$ cat src/hdl/hwm_pkg.sv
package hwm_pkg;

   localparam int PIX_W  = 32;
   localparam int ROW_W  = 6;
   localparam int COL_W  = 6;
   localparam int ACT_W  = 2;
   localparam int SIDE_W = 7;

   localparam logic [SIDE_W-1:0] SIDE_RESET = 7'd64;

   // round(2^31 / sqrt2) in Q0.31, and one half in the same scale
   localparam logic [30:0] INV_SQRT2_Q31 = 31'h5A82799A;
   localparam logic [30:0] HALF_Q31      = 31'h40000000;

   // magnitude of a sum or difference of two pixels, and its product
   localparam int MAG_W  = PIX_W + 1;
   localparam int PROD_W = MAG_W + 31;

   localparam logic [MAG_W-1:0] POS_LIMIT = 33'h07FFFFFFF;
   localparam logic [MAG_W-1:0] NEG_LIMIT = 33'h080000000;
   localparam logic [PIX_W-1:0] PIX_MAX   = 32'h7FFFFFFF;
   localparam logic [PIX_W-1:0] PIX_MIN   = 32'h80000000;

   typedef enum logic [ACT_W-1:0] {
      ACT_LOAD  = 2'd0,
      ACT_XFORM = 2'd1,
      ACT_READ  = 2'd2,
      ACT_NONE  = 2'd3
   } hwm_action_type;

   // controller -> datapath
   typedef struct packed {
      logic rd_en;        // read both store ports
      logic wr_load;      // write request pixel at port a
      logic wr_res;       // write rounded product
      logic wr_sel_b;     // ...at port b instead of a
      logic sum_en;       // form sum and difference
      logic mul_en;       // load product register
      logic mul_sel_dif;  // ...from the difference
      logic clip_clr;     // transform start
      logic push;         // result beat to response queue
      logic push_rd;      // ...carrying read data
   } hwm_cmd_type;

endpackage

$ cat src/hdl/hwm_ctrl.sv
module hwm_ctrl #(
   parameter int MAX_SIDE = 64
) (
   input  logic                              clock,
   input  logic                              reset,
   input  logic                              csr_wr_en,
   input  logic [hwm_pkg::SIDE_W-1:0]        csr_wr_data,
   input  logic                              req_valid,
   output logic                              req_ready,
   input  logic [hwm_pkg::ACT_W-1:0]         req_action,
   input  logic [hwm_pkg::ROW_W-1:0]         req_row,
   input  logic [hwm_pkg::COL_W-1:0]         req_column,
   input  logic                              rspq_not_full,
   output hwm_pkg::hwm_cmd_type              cmd,
   output logic [$clog2(MAX_SIDE)-1:0]       a_row,
   output logic [$clog2(MAX_SIDE)-1:0]       a_col,
   output logic [$clog2(MAX_SIDE)-1:0]       b_row,
   output logic [$clog2(MAX_SIDE)-1:0]       b_col
);

   localparam int CW = $clog2(MAX_SIDE);
   localparam int SW = $clog2(MAX_SIDE + 1);
   localparam int LW = (SW > hwm_pkg::SIDE_W) ? SW : hwm_pkg::SIDE_W;
   localparam int PW = (CW > hwm_pkg::ROW_W) ? CW : hwm_pkg::ROW_W;

   typedef enum logic [8:0] {
      ST_IDLE  = 9'b000000001,
      ST_RDOUT = 9'b000000010,
      ST_LEVEL = 9'b000000100,
      ST_RD    = 9'b000001000,
      ST_SUM   = 9'b000010000,
      ST_MUL1  = 9'b000100000,
      ST_MUL2  = 9'b001000000,
      ST_WR2   = 9'b010000000,
      ST_DONE  = 9'b100000000
   } hwm_state_type;

   hwm_state_type               st_ff, st_in;
   logic [hwm_pkg::SIDE_W-1:0]  side_ff;
   logic [SW-1:0]               size_ff, size_in;
   logic [CW-1:0]               mid_ff, mid_in;
   logic [CW-1:0]               y_ff, y_in;
   logic [CW-1:0]               x_ff, x_in;
   logic                        colp_ff, colp_in;
   logic                        inside_ff, inside_in;

   logic                        accept;
   logic                        in_store;
   logic [SW-1:0]               eff_side;
   logic [CW-1:0]               req_r, req_c;
   logic                        x_last, y_last;

   assign req_ready = (st_ff == ST_IDLE) && rspq_not_full;
   assign accept    = req_valid && req_ready;

   assign in_store = (32'(req_row) < 32'(MAX_SIDE)) && (32'(req_column) < 32'(MAX_SIDE));
   assign req_r  = CW'(PW'(req_row));
   assign req_c  = CW'(PW'(req_column));

   // side above the store acts as the store side
   assign eff_side = (LW'(side_ff) > LW'(MAX_SIDE)) ? SW'(MAX_SIDE) : SW'(side_ff);

   assign x_last = (x_ff == mid_ff - CW'(1));
   assign y_last = (y_ff == mid_ff - CW'(1));

   assign a_row = (st_ff == ST_IDLE) ? req_r : y_ff;
   assign a_col = (st_ff == ST_IDLE) ? req_c : x_ff;
   assign b_row = colp_ff ? (mid_ff + y_ff) : y_ff;
   assign b_col = colp_ff ? x_ff : (mid_ff + x_ff);

   always_comb begin
      st_in     = st_ff;
      size_in   = size_ff;
      mid_in    = mid_ff;
      y_in      = y_ff;
      x_in      = x_ff;
      colp_in   = colp_ff;
      inside_in = inside_ff;
      cmd       = '0;
      unique case (st_ff)
         ST_IDLE: begin
            if (accept) begin
               unique case (hwm_pkg::hwm_action_type'(req_action))
                  hwm_pkg::ACT_LOAD: begin
                     cmd.wr_load = in_store;
                     cmd.push    = 1'b1;
                  end
                  hwm_pkg::ACT_XFORM: begin
                     cmd.clip_clr = 1'b1;
                     size_in      = eff_side;
                     st_in        = ST_LEVEL;
                  end
                  hwm_pkg::ACT_READ: begin
                     cmd.rd_en = 1'b1;
                     inside_in = in_store;
                     st_in     = ST_RDOUT;
                  end
                  hwm_pkg::ACT_NONE: begin
                     cmd.push = 1'b1;
                  end
                  default: begin
                     cmd.push = 1'b1;
                  end
               endcase
            end
         end
         ST_RDOUT: begin
            cmd.push    = 1'b1;
            cmd.push_rd = inside_ff;
            st_in       = ST_IDLE;
         end
         ST_LEVEL: begin
            if (size_ff > SW'(1)) begin
               mid_in  = CW'(size_ff >> 1);
               y_in    = '0;
               x_in    = '0;
               colp_in = 1'b0;
               st_in   = ST_RD;
            end else begin
               st_in = ST_DONE;
            end
         end
         ST_RD: begin
            cmd.rd_en = 1'b1;
            st_in     = ST_SUM;
         end
         ST_SUM: begin
            cmd.sum_en = 1'b1;
            st_in      = ST_MUL1;
         end
         ST_MUL1: begin
            cmd.mul_en = 1'b1;
            st_in      = ST_MUL2;
         end
         ST_MUL2: begin
            cmd.wr_res      = 1'b1;
            cmd.mul_en      = 1'b1;
            cmd.mul_sel_dif = 1'b1;
            st_in           = ST_WR2;
         end
         ST_WR2: begin
            cmd.wr_res   = 1'b1;
            cmd.wr_sel_b = 1'b1;
            st_in        = ST_RD;
            if (x_last) begin
               x_in = '0;
               if (y_last) begin
                  y_in = '0;
                  if (colp_ff) begin
                     size_in = SW'(mid_ff);
                     st_in   = ST_LEVEL;
                  end else begin
                     colp_in = 1'b1;
                  end
               end else begin
                  y_in = y_ff + CW'(1);
               end
            end else begin
               x_in = x_ff + CW'(1);
            end
         end
         ST_DONE: begin
            cmd.push = 1'b1;
            st_in    = ST_IDLE;
         end
         default: begin
            st_in = ST_IDLE;
         end
      endcase
   end

   always_ff @(posedge clock) begin
      if (reset) begin
         st_ff   <= ST_IDLE;
         side_ff <= hwm_pkg::SIDE_RESET;
      end else begin
         st_ff <= st_in;
         if (csr_wr_en) begin
            side_ff <= csr_wr_data;
         end
      end
   end

   always_ff @(posedge clock) begin
      size_ff   <= size_in;
      mid_ff    <= mid_in;
      y_ff      <= y_in;
      x_ff      <= x_in;
      colp_ff   <= colp_in;
      inside_ff <= inside_in;
   end

endmodule

$ cat config.mk
export PLATFORM = sky130hd
export DESIGN_NAME = hwm_ctrl
export DESIGN_NICKNAME = d
export VERILOG_FILES = /design/src/hdl/hwm_pkg.sv /design/src/hdl/hwm_ctrl.sv
export SDC_FILE = /design/constraint.sdc
export NUM_CORES = 1
export LEC_CHECK = 0
export ABC_CLOCK_PERIOD_IN_PS = 3060
export BUFFER_PORTS_ARGS = -buffer_cell sky130_fd_sc_hd__buf_2
export CAP_MARGIN = 0
export CORE_MARGIN = 2
export CORE_UTILIZATION = 55
export CTS_CLUSTER_DIAMETER = 50
export DETAILED_ROUTE_END_ITERATION = 6
export PLACE_DENSITY = 0.9
export SYNTH_ARGS = -nofsm -noshare
export SYNTH_HDL_FRONTEND = slang
export SYNTH_SLANG_ARGS = --single-unit
$ cat constraint.sdc
create_clock -name clock -period 3.06 [get_ports clock]
set_clock_uncertainty 0.05 [all_clocks]
set_input_delay 0.306 -clock clock [delete_from_list [all_inputs] [get_ports clock]]
set_output_delay 0.306 -clock clock [all_outputs]
set_load 0.02 [all_outputs]
==> run summary <==
## STA
* fin crit period: 2.77 ns
* peak clock frequency supported by timing: 361 MHz
* hold violation count in the final report: 0
* post-route worst setup slack: 0.288 ns
* worst-margin pin slew: 0.734 ns
* crit share post-route: 90.6%
* summed negative setup slack over all endpoints: 0 ns
* worst rel slew slack: 51.1%
* Worst Hold Slack: 0.181 ns
* Final Slew Violations: 0
* unrepaired setup endpoints after global routing: no
* final number of setup-violating endpoints: 0

## Global routing
* via count of the first global-routing pass: 2198
* wire length of the first global-routing pass: 10200 um
* total global routing overflow: 0
* initial antenna violation count: 0
* Total GRT Usage: 21.7%
* maximum number of pins on one net before global-route repair: 19

## Synthesis
* gate count of the mapped netlist: 291
* count of different cell masters after synthesis: 65
* net count after synthesis: 335
* portion of the post-synthesis area used by sequential elements: 36.2%
* total standard cell area after synthesis: 2900 sq um
* largest area contributor in the netlist: edfxtp_1
* largest cells by area after synthesis: edfxtp_1, dfxtp_1, ha_1
* Post-synth top flop: edfxtp_1
* portion of synthesized cell area occupied by the leading cell type: 25.9%
* Synth warnings: 0
* post-synthesis async set-or-reset flop share: 0%
* EDFF count, synth: 25
* per-instance average area after synthesis: 9.98 sq um
* register bit total from synthesis: 40

## Routing
* post-detailed-route DRC marker count: 0
* ratio of routed vias to standard cells: 5.49
* wire length per cell: 14.8 um
* vias after detailed routing: 2283
* antenna-violating nets left: 0
* Starting DRT DRC Count: 177
* DR pass1 iterations: 4
* wire length after detailed routing: 6160 um

## Job
* number of max-cap violations: 0

## Setup path
* setup slack, reg-to-reg: 0.44 ns
* endpoint of the worst setup timing path: b_col[5]
* Worst setup startpoint: x_ff[1]
* peak fanout along the critical path: 7
* endpoint of the most critical register-to-register path: size_ff[6]
* Critical Path Source Type: flip-flop
* required time at the worst-slack endpoint: 2.70 ns
* Setup Crit Path Kind: reg2out
* worst reg2reg startpoint: mid_ff[1]
* Register-to-Register Path Depth: 8
* type of element capturing the critical path: output pin
* data arrival time of the critical path: 2.42 ns

## CTS
* Worst-path clk slew: 0.07 ns
* clock buffer count from CTS: 5
* clock root buffer master: clkbuf_8
* post-cts resize count: 0
* clock sink count: 40
* H-tree lvl count: 2
* clock tree from TritonCTS: yes
* Post-CTS Setup Inserts: 0
* number of buffers inserted for hold repair after clock tree synthesis: 0
* clock latency reported for the late side of the worst-skew pair: 0.29 ns
* clk buf depth: 2

## Floorplanning
* die outline width: 76.7 um
* Core ar.: 5110 sq um
* Cell Rows: 26
* initial core utilization: 56.9%
* area of the die: 5880 sq um
* die height: 76.7 um
* total I/O pin count: 61

## Final layout
* Area Overhead vs Synth: 13.8%
* share of post-route cells with drive strength above 1: 29.8%
* sequential standard cell area: 1050 sq um
* non-filler cells in the finished layout: 416
* # diodes: 0
* post-route cell area: 3300 sq um
* Fill cells: 412
* final net count: 389
* total area of multi-input combinational cells: 1720 sq um

## Placement
* Post-Place Cell Area: 3220 sq um
* detailed-placement wirelength estimate: 4700 um
* quantity of I/O buffers inserted on ports: 59
* routability congestion estimate: 0.905
* # placed instances: 408
* pre-CTS setup slack: 0.480 ns

## Pwr
* pwr/cell area: 386 nW/um^2
* cell leakage power: 1.40 nW
* worst vdd ir: 326 uV

## Worst hold path
* HP Class: in2reg

## Run status
* result of the run: finished, final reports clean

[sequential cells by signal, summed over array words and instances, names as in the netlist]
signal	count
y_ff	6
side_ff	6
colp_ff	1
x_ff	6
size_ff	6
st_ff	9
mid_ff	6
[Yosys cell counts, types with 4 or more instances]
master,number
nor2_1,28
edfxtp_1,25
inv_1,17
mux2_2,17
nand2_1,17
ha_1,16
dfxtp_1,15
xnor2_1,15
o21ai_0,14
xor2_1,13
a21oi_1,9
mux2i_1,6
nand3_1,6
and2_1,5
and3_1,5
buf_2,5
nand2b_1,5
a21o_1,4
buf_4,4
clkbuf_1,4
nand3b_1,4
nor2b_1,4
[cells by family after synthesis]
family / share of synthesized area, %
flops: 36.2
xor+xnor: 10.0
buf+inv: 4.74
compound gates: 10.9
simple gates: 21.2
fa+ha+maj: 8.27
mux: 8.66
[per-layer routing]
| metal | up-vias | wire length (um) | GRT usage (%) |
|---|---|---|---|
| li1 | 1142 | - | - |
| met1 | 1073 | 2660 | 26.7 |
| met2 | 56 | 3080 | 37.3 |
| met3 | 12 | 288 | 4.47 |
| met4 | 0 | 131 | 8.73 |
| met5 | - | 0 | 0 |
[per-stage QoR]
| step | power, mW | util (%) |
|---|---|---|
| floorplan | 0.868 | - |
| global placement | 0.944 | 63.1 |
| detailed placement | 0.958 | 63.1 |
| CTS | 1.29 | 64.7 |
| global route | 1.33 | 64.7 |
| finish | 1.28 | 64.7 |
[where the power goes]
group	leakage, nW	switching (mW)	total [mW]	internal (mW)
registers	0.332	0.0228	0.610	0.587
clock network	0.0395	0.169	0.331	0.162
logic	1.03	0.188	0.335	0.148
total	1.40	0.379	1.28	0.897
[critical path, cell delays in order, from the launching register on]
cell      delay (ns)
edfxtp_1        0.52
ha_1            0.33
a21o_1          0.18
a21oi_1         0.24
o21bai_1        0.13
o311ai_0        0.39
xor2_1          0.16
buf_2           0.17
[area by class of cell]
| cell class | instances | share of cell area [%] |
|---|---|---|
| tap | 70 | 2.65 |
| multi-input combinational | 220 | 51.9 |
| timing repair buffer | 60 | 9.16 |
| clock buffer | 8 | 2.42 |
| sequential | 40 | 31.8 |
| inverter | 18 | 2.04 |
[cells in the final DEF, fill, tap and decap left out, types with 14 or more instances in the layout]
| cell | instances |
|---|---|
| edfxtp_1 | 25 |
| buf_2 | 59 |
| o21ai_0 | 14 |
| dfxtp_1 | 15 |
| inv_1 | 17 |
| nand2_1 | 17 |
| nor2_1 | 28 |
| ha_1 | 16 |
| xnor2_1 | 15 |
| mux2_2 | 17 |
[worst min path at each step]
| stage | from | to | slack (ns) | depth (start not counted) |
|---|---|---|---|---|
| 6_report | csr_wr_data[6] | side_ff[6] | 0.18 | 2 |
| 5_1_grt | csr_wr_data[6] | side_ff[6] | 0.19 | 2 |
| 4_1_cts | csr_wr_data[6] | side_ff[6] | 0.17 | 2 |
| 3_5_place_dp | size_ff[5] | mid_ff[4] | 0.39 | 0 |
| 3_3_place_gp | size_ff[5] | mid_ff[4] | 0.38 | 0 |
| 2_1_floorplan | reset | side_ff[6] | 0.35 | 1 |
Power figures use the tool's default switching activity.
