## src/hdl/hwm_pkg.sv

```systemverilog
package hwm_pkg;

   localparam int PIX_W  = 32;
   localparam int ROW_W  = 6;
   localparam int COL_W  = 6;
   localparam int ACT_W  = 2;
   localparam int SIDE_W = 7;

   localparam logic [SIDE_W-1:0] SIDE_RESET = 7'd64;

   // round(2^31 / sqrt2) in Q0.31, and one half in the same scale
   localparam logic [30:0] INV_SQRT2_Q31 = 31'h5A82799A;
   localparam logic [30:0] HALF_Q31      = 31'h40000000;

   // magnitude of a sum or difference of two pixels, and its product
   localparam int MAG_W  = PIX_W + 1;
   localparam int PROD_W = MAG_W + 31;

   localparam logic [MAG_W-1:0] POS_LIMIT = 33'h07FFFFFFF;
   localparam logic [MAG_W-1:0] NEG_LIMIT = 33'h080000000;
   localparam logic [PIX_W-1:0] PIX_MAX   = 32'h7FFFFFFF;
   localparam logic [PIX_W-1:0] PIX_MIN   = 32'h80000000;

   typedef enum logic [ACT_W-1:0] {
      ACT_LOAD  = 2'd0,
      ACT_XFORM = 2'd1,
      ACT_READ  = 2'd2,
      ACT_NONE  = 2'd3
   } hwm_action_type;

   // controller -> datapath
   typedef struct packed {
      logic rd_en;        // read both store ports
      logic wr_load;      // write request pixel at port a
      logic wr_res;       // write rounded product
      logic wr_sel_b;     // ...at port b instead of a
      logic sum_en;       // form sum and difference
      logic mul_en;       // load product register
      logic mul_sel_dif;  // ...from the difference
      logic clip_clr;     // transform start
      logic push;         // result beat to response queue
      logic push_rd;      // ...carrying read data
   } hwm_cmd_type;

endpackage

```

## src/hdl/hwm_rspq.sv

```systemverilog
module hwm_rspq (
   input  logic                              clock,
   input  logic                              reset,
   input  logic                              push,
   input  logic signed [hwm_pkg::PIX_W-1:0]  push_pixel,
   input  logic                              push_sat,
   output logic                              out_valid,
   input  logic                              out_ready,
   output logic signed [hwm_pkg::PIX_W-1:0]  out_pixel,
   output logic                              out_sat,
   output logic                              not_full
);

   localparam int DW = hwm_pkg::PIX_W + 1;

   logic [1:0]    cnt_ff, cnt_in;
   logic [DW-1:0] head_ff, head_in;
   logic [DW-1:0] tail_ff, tail_in;
   logic [DW-1:0] din;
   logic          pop;

   assign din = {push_sat, push_pixel};
   assign pop = out_valid && out_ready;

   always_comb begin
      cnt_in  = cnt_ff;
      head_in = head_ff;
      tail_in = tail_ff;
      case (cnt_ff)
         2'd0: begin
            if (push) begin
               head_in = din;
               cnt_in  = 2'd1;
            end
         end
         2'd1: begin
            if (push && pop) begin
               head_in = din;
            end else if (push) begin
               tail_in = din;
               cnt_in  = 2'd2;
            end else if (pop) begin
               cnt_in = 2'd0;
            end
         end
         2'd2: begin
            if (pop) begin
               head_in = tail_ff;
               if (push) begin
                  tail_in = din;
               end else begin
                  cnt_in = 2'd1;
               end
            end
         end
         default: begin
            cnt_in = 2'd0;
         end
      endcase
   end

   always_ff @(posedge clock) begin
      if (reset) begin
         cnt_ff <= 2'd0;
      end else begin
         cnt_ff <= cnt_in;
      end
   end

   always_ff @(posedge clock) begin
      head_ff <= head_in;
      tail_ff <= tail_in;
   end

   assign out_valid = (cnt_ff != 2'd0);
   assign out_pixel = head_ff[DW-2:0];
   assign out_sat   = head_ff[DW-1];
   assign not_full  = (cnt_ff != 2'd2);

endmodule
```

## config.mk

```make
export PLATFORM = sky130hd
export DESIGN_NAME = hwm_rspq
export DESIGN_NICKNAME = d
export VERILOG_FILES = /design/src/hdl/hwm_pkg.sv /design/src/hdl/hwm_rspq.sv
export SDC_FILE = /design/constraint.sdc
export NUM_CORES = 1
export LEC_CHECK = 0
export BUFFER_PORTS_ARGS = -buffer_cell sky130_fd_sc_hd__buf_2
export CAP_MARGIN = 20
export CORE_MARGIN = 1.5
export CORE_UTILIZATION = 40
export DETAILED_ROUTE_END_ITERATION = 12
export SYNTH_ARGS = -nofsm -noshare
export SYNTH_HDL_FRONTEND = slang
export SYNTH_SLANG_ARGS = --single-unit
```

## constraint.sdc

```tcl
create_clock -name clock -period 8.5 [get_ports clock]
set_clock_uncertainty 0.1 [all_clocks]
set_input_delay 0.85 -clock clock [delete_from_list [all_inputs] [get_ports clock]]
set_output_delay 0.85 -clock clock [all_outputs]
set_load 0.02 [all_outputs]
```

==> metrics.md, run 1 <==
| Metric | Value |
|---|---|
| Status | `finished clean` |
| EDFF count, synth | `66` |
| First-pass GRT wire length | `7.155 mm` |
| Non-filler instance count after layout | `283` |
| Hpwl dp | `3.077 mm` |
| Top_reg_cell synth | `edfxtp_1` |
| Synthesized cell area | `2559 um2` |
| Internal power | `0.5191 mW` |
| Routed wire per std cell | `16.06 um` |
| Final Cycle Share | `33.90%` |
| TritonCTS clock tree | `done` |
| Initial antenna violation count | `0` |
| All-Layer GR Usage | `13.72%` |
| Syn Nets | `162` |
| Fin area | `3142 um2` |
| Total gr overflow | `0` |
| Crit path max fanout | `35` |
| Ratio of cells with drive above 1 in the final layout | `59.62%` |
| Setup bufs post-CTS | `0` |
| CP Cell Sequence | `nor2b_4 -> inv_1 -> buf_2` |
| Max VDD drop | `0.08298 mV` |
| Endpoint class of the critical path | `primary output` |
| DR vias | `1,377` |
| Max Clk Rate | `0.3471 GHz` |
| Pre-Repair DR Iteration Count | `4` |
| Cell Area, Placed | `2983 um2` |
| Placed insts | `267` |
| Register share of total power | `58.6%` |
| Sequential area share after synthesis | `79.02%` |
| Drt total wl | `4.546 mm` |
| Vias per cell | `4.866` |
| Slew Viols, Final | `0` |
| Core box area | `6061 um2` |
| Number of synthesized register bits | `68` |
| Placement Setup Slack | `5.838 ns` |
| Die area | `6886 um2` |
| Slew of the pin with the lowest slew margin | `1.048 ns` |
| Clock power frac | `31.5%` |
| Yosys cell types | `18` |
| Clock Sink Count | `68` |
| CP peak stage delay | `0.87 ns` |
| RSZ-0062 raised after global routing | `no` |
| Area delta synth->final | `22.79%` |
| PwrDens | `215.4 nW/um2` |
| Leakage power | `1.173 nW` |
| # IOs | `72` |
| Clock-pin slew on the worst setup and hold paths | `0.07 ns` |
| Antenna viol nets, final | `0` |
| Drt drc | `0` |
| Startpoint Class | `flip-flop` |
| Site row count | `28` |
| HP Class | `reg -> reg` |
| Port bufs | `71` |
| Setup ws final | `5.619 ns` |
| Fillers | `530` |
| DRT iter0 DRCs | `70` |
| Switching Fraction | `23.30%` |
| Largest net degree at the start of global routing | `36` |
| Antenna diodes | `0` |
| Hold Buf Count CTS | `0` |
| Vias in the first global route | `1,454` |
| RD Place Congestion | `0.6743` |
| Async SR Flop Fraction | `0%` |
| Gate power share | `10.0%` |
| CTS resizes | `0` |
| Reg area | `2022 um2` |
| Starting Density | `42.22%` |
| H-tree levels | `3` |
| Die W | `82.98 um` |
| P_sw | `0.1577 mW` |
| Final critical-path required period | `2.881 ns` |
| CTS buffer count | `9` |
| Worst-Skew Late Latency | `0.32 ns` |
| Worst EP arrival | `1.93 ns` |
| Setup TNS | `0 ns` |
| Nets | `240` |
| Mapped Cells | `125` |
| Hold Vio Cnt, Final | `0` |
| Multi-input logic area | `500.5 um2` |
| Syn_area_per_cell | `20.47 um2` |
| Worst path slowest cell | `nor2b_4` |
| Die height | `82.98 um` |
| Root Buffer Master | `clkbuf_8` |
| Setup violations, final | `0` |
| Slew headroom | `29.87%` |
| Worst path required time | `7.55 ns` |
| Crit path kind | `reg -> out` |
| Synth warn | `0` |
| Max_cap viols | `0` |
| Clk buf depth | `2` |
[worst max-delay path, delay by kind of cell, from the launching register on]
family	cells	cell delay, ns
buffers and inverters	2	0.29
AND/OR/NAND/NOR	1	0.87
flip-flops	1	0.45
[kinds of logic after synthesis]
| group | after synthesis | synth area share (%) |
|---|---|---|
| AO/OA/AOI/OAI | 8 | 2.201 |
| flip-flops | 68 | 79.02 |
| AND/OR/NAND/NOR | 9 | 2.054 |
| buffers and inverters | 7 | 2.200 |
| multiplexers | 33 | 14.52 |
[power groups by stage]
stage / Clock, mW / Combinational, mW / Sequential [mW]
global placement: 0 / 0.0662 / 0.403
global route: 0.233 / 0.0718 / 0.398
detailed placement: 0 / 0.0685 / 0.404
finish: 0.213 / 0.0674 / 0.396
CTS: 0.219 / 0.0687 / 0.397
floorplan: 0 / 0.0209 / 0.422
[layer usage]
layer	global-route usage (%)	wire length, um
met2	22.99	2392
met1	15.89	1854
met5	0	0
met3	3.181	224
met4	8.636	75
[final cells by class]
| type | instances | share of cell area [%] |
|---|---|---|
| repair buffers | 71 | 11.31 |
| clock buffers | 10 | 4.062 |
| flip-flops and latches | 68 | 64.36 |
| well taps | 75 | 2.987 |
| inverters | 3 | 0.3584 |
| multi-input cells | 50 | 15.93 |
| clock inverters | 6 | 0.9956 |
[synth_stat cells (2+ instances only)]
master     n  area share (%)
buf_6      4             1.8
nor2b_1    2            0.49
a21oi_1    2            0.39
dfxtp_1    2             1.6
edfxtp_1  66              77
mux2_2    33              15
o21ai_0    2            0.39
inv_1      3            0.44
nand2_1    2            0.29
[layout by cell type (no fill, tap or decap), types with 2 or more instances in the layout]
master / netlist / final
nand2_1: 2 / 2
dfxtp_1: 2 / 2
edfxtp_1: 66 / 66
mux2_2: 33 / 33
clkinv_2: 0 / 3
inv_1: 3 / 3
clkinv_1: 0 / 2
clkbuf_8: 0 / 9
buf_2: 0 / 71
a21oi_1: 2 / 2
[state kept, by name (all words and copies together), names as in the netlist]
name	cells
head_ff	33
tail_ff	33
cnt_ff	2
[metrics by stage]
stage | power, mW | util (%) | hold WS (ns)
2_1_floorplan | 0.4428 | - | 0.4087
3_3_place_gp | 0.4693 | 49.22 | 0.4289
3_5_place_dp | 0.4724 | 49.22 | 0.4319
4_1_cts | 0.6847 | 51.84 | 0.4513
5_1_grt | 0.7029 | 51.84 | 0.4718
6_report | 0.6768 | 51.84 | 0.4490
[final timing paths]
check	startpoint	to	slack, ns	depth (start not counted)
setup reg to reg	cnt_ff[1]	head_ff[28]	6.38	2
setup / recovery	cnt_ff[1]	not_full	5.62	3
hold / removal	tail_ff[25]	head_ff[25]	0.45	1
hold reg to reg	tail_ff[25]	head_ff[25]	0.45	1
(Power assumes the default switching activity.)
==> run 2: changes to the inputs <==
PLACE_DENSITY = 0.66   (was unset)
clock period = 2.5 ns   (was 8.5 ns; I/O delays follow)
==> run 2 against run 1 <==
Critical endpoint is now head_ff[6]; non-clock buffer count up 30; sequential power rose to 3.4 times the previous value; worst hold slack worse by 0.44 ns; global-route usage up 0.062 points; largest power group unchanged; highest routed layer unchanged.
==> metrics.md, run 2 (synthesis results as in run 1) <==
| Metric | Value |
|---|---|
| Slew headroom | `67.93%` |
| Crit path max fanout | `22` |
| HP Class | `in -> reg` |
| Hpwl dp | `2.782 mm` |
| Root Buffer Master | `clkbuf_8` |
| CTS buffer count | `9` |
| Ratio of cells with drive above 1 in the final layout | `52.94%` |
| Site row count | `28` |
| Max VDD drop | `0.4388 mV` |
| Worst-Skew Late Latency | `0.33 ns` |
| Drt total wl | `4.540 mm` |
| Antenna viol nets, final | `0` |
| Pre-Repair DR Iteration Count | `4` |
| Clock-pin slew on the worst setup and hold paths | `0.07 ns` |
| Die area | `6886 um2` |
| Metal3 WL | `289 um` |
| # IOs | `72` |
| DR vias | `1,470` |
| Status | `finished clean` |
| Met2 wire len | `2.076 mm` |
| Antenna diodes | `0` |
| Setup bufs post-CTS | `0` |
| Area delta synth->final | `37.07%` |
| Clk buf depth | `2` |
| Routed wire per std cell | `14.50 um` |
| Worst hold start | `push_pixel[0]` |
| Largest net degree at the start of global routing | `34` |
| Top routing layer used | `met4` |
| Cell Area, Placed | `3029 um2` |
| Starting Density | `42.22%` |
| Max Clk Rate | `0.5392 GHz` |
| Setup ws final | `0.6453 ns` |
| Die height | `82.98 um` |
| Setup violations, final | `0` |
| Vias per cell | `4.696` |
| Die W | `82.98 um` |
| Hold Vio Cnt, Final | `0` |
| Leakage power | `1.324 nW` |
| CP peak stage delay | `0.45 ns` |
| Setup TNS | `0 ns` |
| Max_cap viols | `0` |
| Slew of the pin with the lowest slew margin | `0.4792 ns` |
| Final Cycle Share | `74.19%` |
| All-Layer GR Usage | `13.79%` |
| Commonest non-fill, non-tap cell in the layout | `buf_2` |
| Drt drc | `0` |
| Crit path kind | `reg -> reg` |
| Most frequent cells in the layout | `buf_2 (71), edfxtp_1 (66), mux2_2 (33), dlygate4sd3_1 (27), clkbuf_8 (9)` |
| First-pass GRT wire length | `7.251 mm` |
| Nets | `270` |
| Endpoint class of the critical path | `flip-flop` |
| Final critical-path required period | `1.855 ns` |
| Slew Viols, Final | `0` |
| Total gr overflow | `0` |
| Vias in the first global route | `1,502` |
| Worst path slowest cell | `dfxtp_1` |
| Initial antenna violation count | `0` |
| Regs by FF count | `head_ff: 33 flops, tail_ff: 33 flops, cnt_ff: 2 flops` |
| RD Place Congestion | `0.6804` |
| RSZ-0062 raised after global routing | `no` |
| Startpoint Class | `flip-flop` |
| Clock Sink Count | `68` |
| DRT iter0 DRCs | `66` |
| PwrDens | `728.8 nW/um2` |
| RR Startpoint | `cnt_ff[1]` |
| Fin area | `3507 um2` |
| TritonCTS clock tree | `done` |
| M1 WL | `2.092 mm` |
| Placement Setup Slack | `0.6441 ns` |
| Core box area | `6061 um2` |
| Worst path required time | `2.49 ns` |
| Crit. Startpoint | `cnt_ff[1]` |
| CP Cell Sequence | `nor2b_4 -> buf_12 -> mux2_2` |
| H-tree levels | `3` |
| Worst EP arrival | `1.84 ns` |
| Port bufs | `71` |
[run 2: cell types whose count changed in the layout (fill, tap and decap cells not counted), sizes merged]
cell and change:
bufinv +2, buf +3, dlygate4sd3 +27, clkinv -4
clkbuf +1, clkinvlp +1
[run 2: worst max-delay path: cells and delay by family, from the launching register on]
kind / cells / cell delay (ns)
buffers and inverters: 1 / 0.23
flip-flops: 1 / 0.45
multiplexers: 1 / 0.35
AND/OR/NAND/NOR: 1 / 0.45
[run 2: final cells by class]
| cell class | count | area (um2) |
|---|---|---|
| fillers | 464 | 2554 |
| well taps | 75 | 93.84 |
| clock inverters | 5 | 76.32 |
| inverters | 3 | 11.26 |
| flip-flops and latches | 68 | 2022 |
| multi-input cells | 50 | 499.2 |
| clock buffers | 11 | 131.4 |
| repair buffers | 101 | 673.1 |
[run 2: worst paths after layout]
| path | to | slack [ns] | depth (start not counted) |
|---|---|---|---|
| min | tail_ff[0] | 0.01 | 1 |
| max | head_ff[6] | 0.65 | 3 |
| max reg2reg | head_ff[6] | 0.65 | 3 |
| min reg2reg | head_ff[32] | 0.45 | 1 |
[run 2: report_power, final]
part / internal, mW / switching, mW / total [mW]
Combinational: 0.122 / 0.148 / 0.270
Sequential: 1.33 / 0.0182 / 1.35
Clock: 0.557 / 0.383 / 0.940
Total: 2.01 / 0.549 / 2.56
[run 2: repair_timing]
action,4_1_cts,5_1_grt
gates resized for setup,0,0
hold buffers,27,0
endpoints found under the hold margin,28,0
[run 2: per-layer routing]
metal | global-route usage (%) | vias to the layer above
li1 | - | 709
met3 | 4.274 | 8
met5 | 0 | -
met2 | 20.55 | 60
met4 | 7.273 | 0
met1 | 18.13 | 693
[run 2: per-stage QoR]
stage | hold WS [ns] | instances | total power, mW | util, %
floorplan | 0.2124 | 125 | 1.504 | -
global placement | 0.3290 | 270 | 1.606 | 49.98
detailed placement | 0.3321 | 270 | 1.611 | 49.98
CTS | 0.0004742 | 313 | 2.583 | 57.87
global route | 0.002254 | 313 | 2.657 | 57.87
finish | 0.01358 | 313 | 2.556 | 57.87
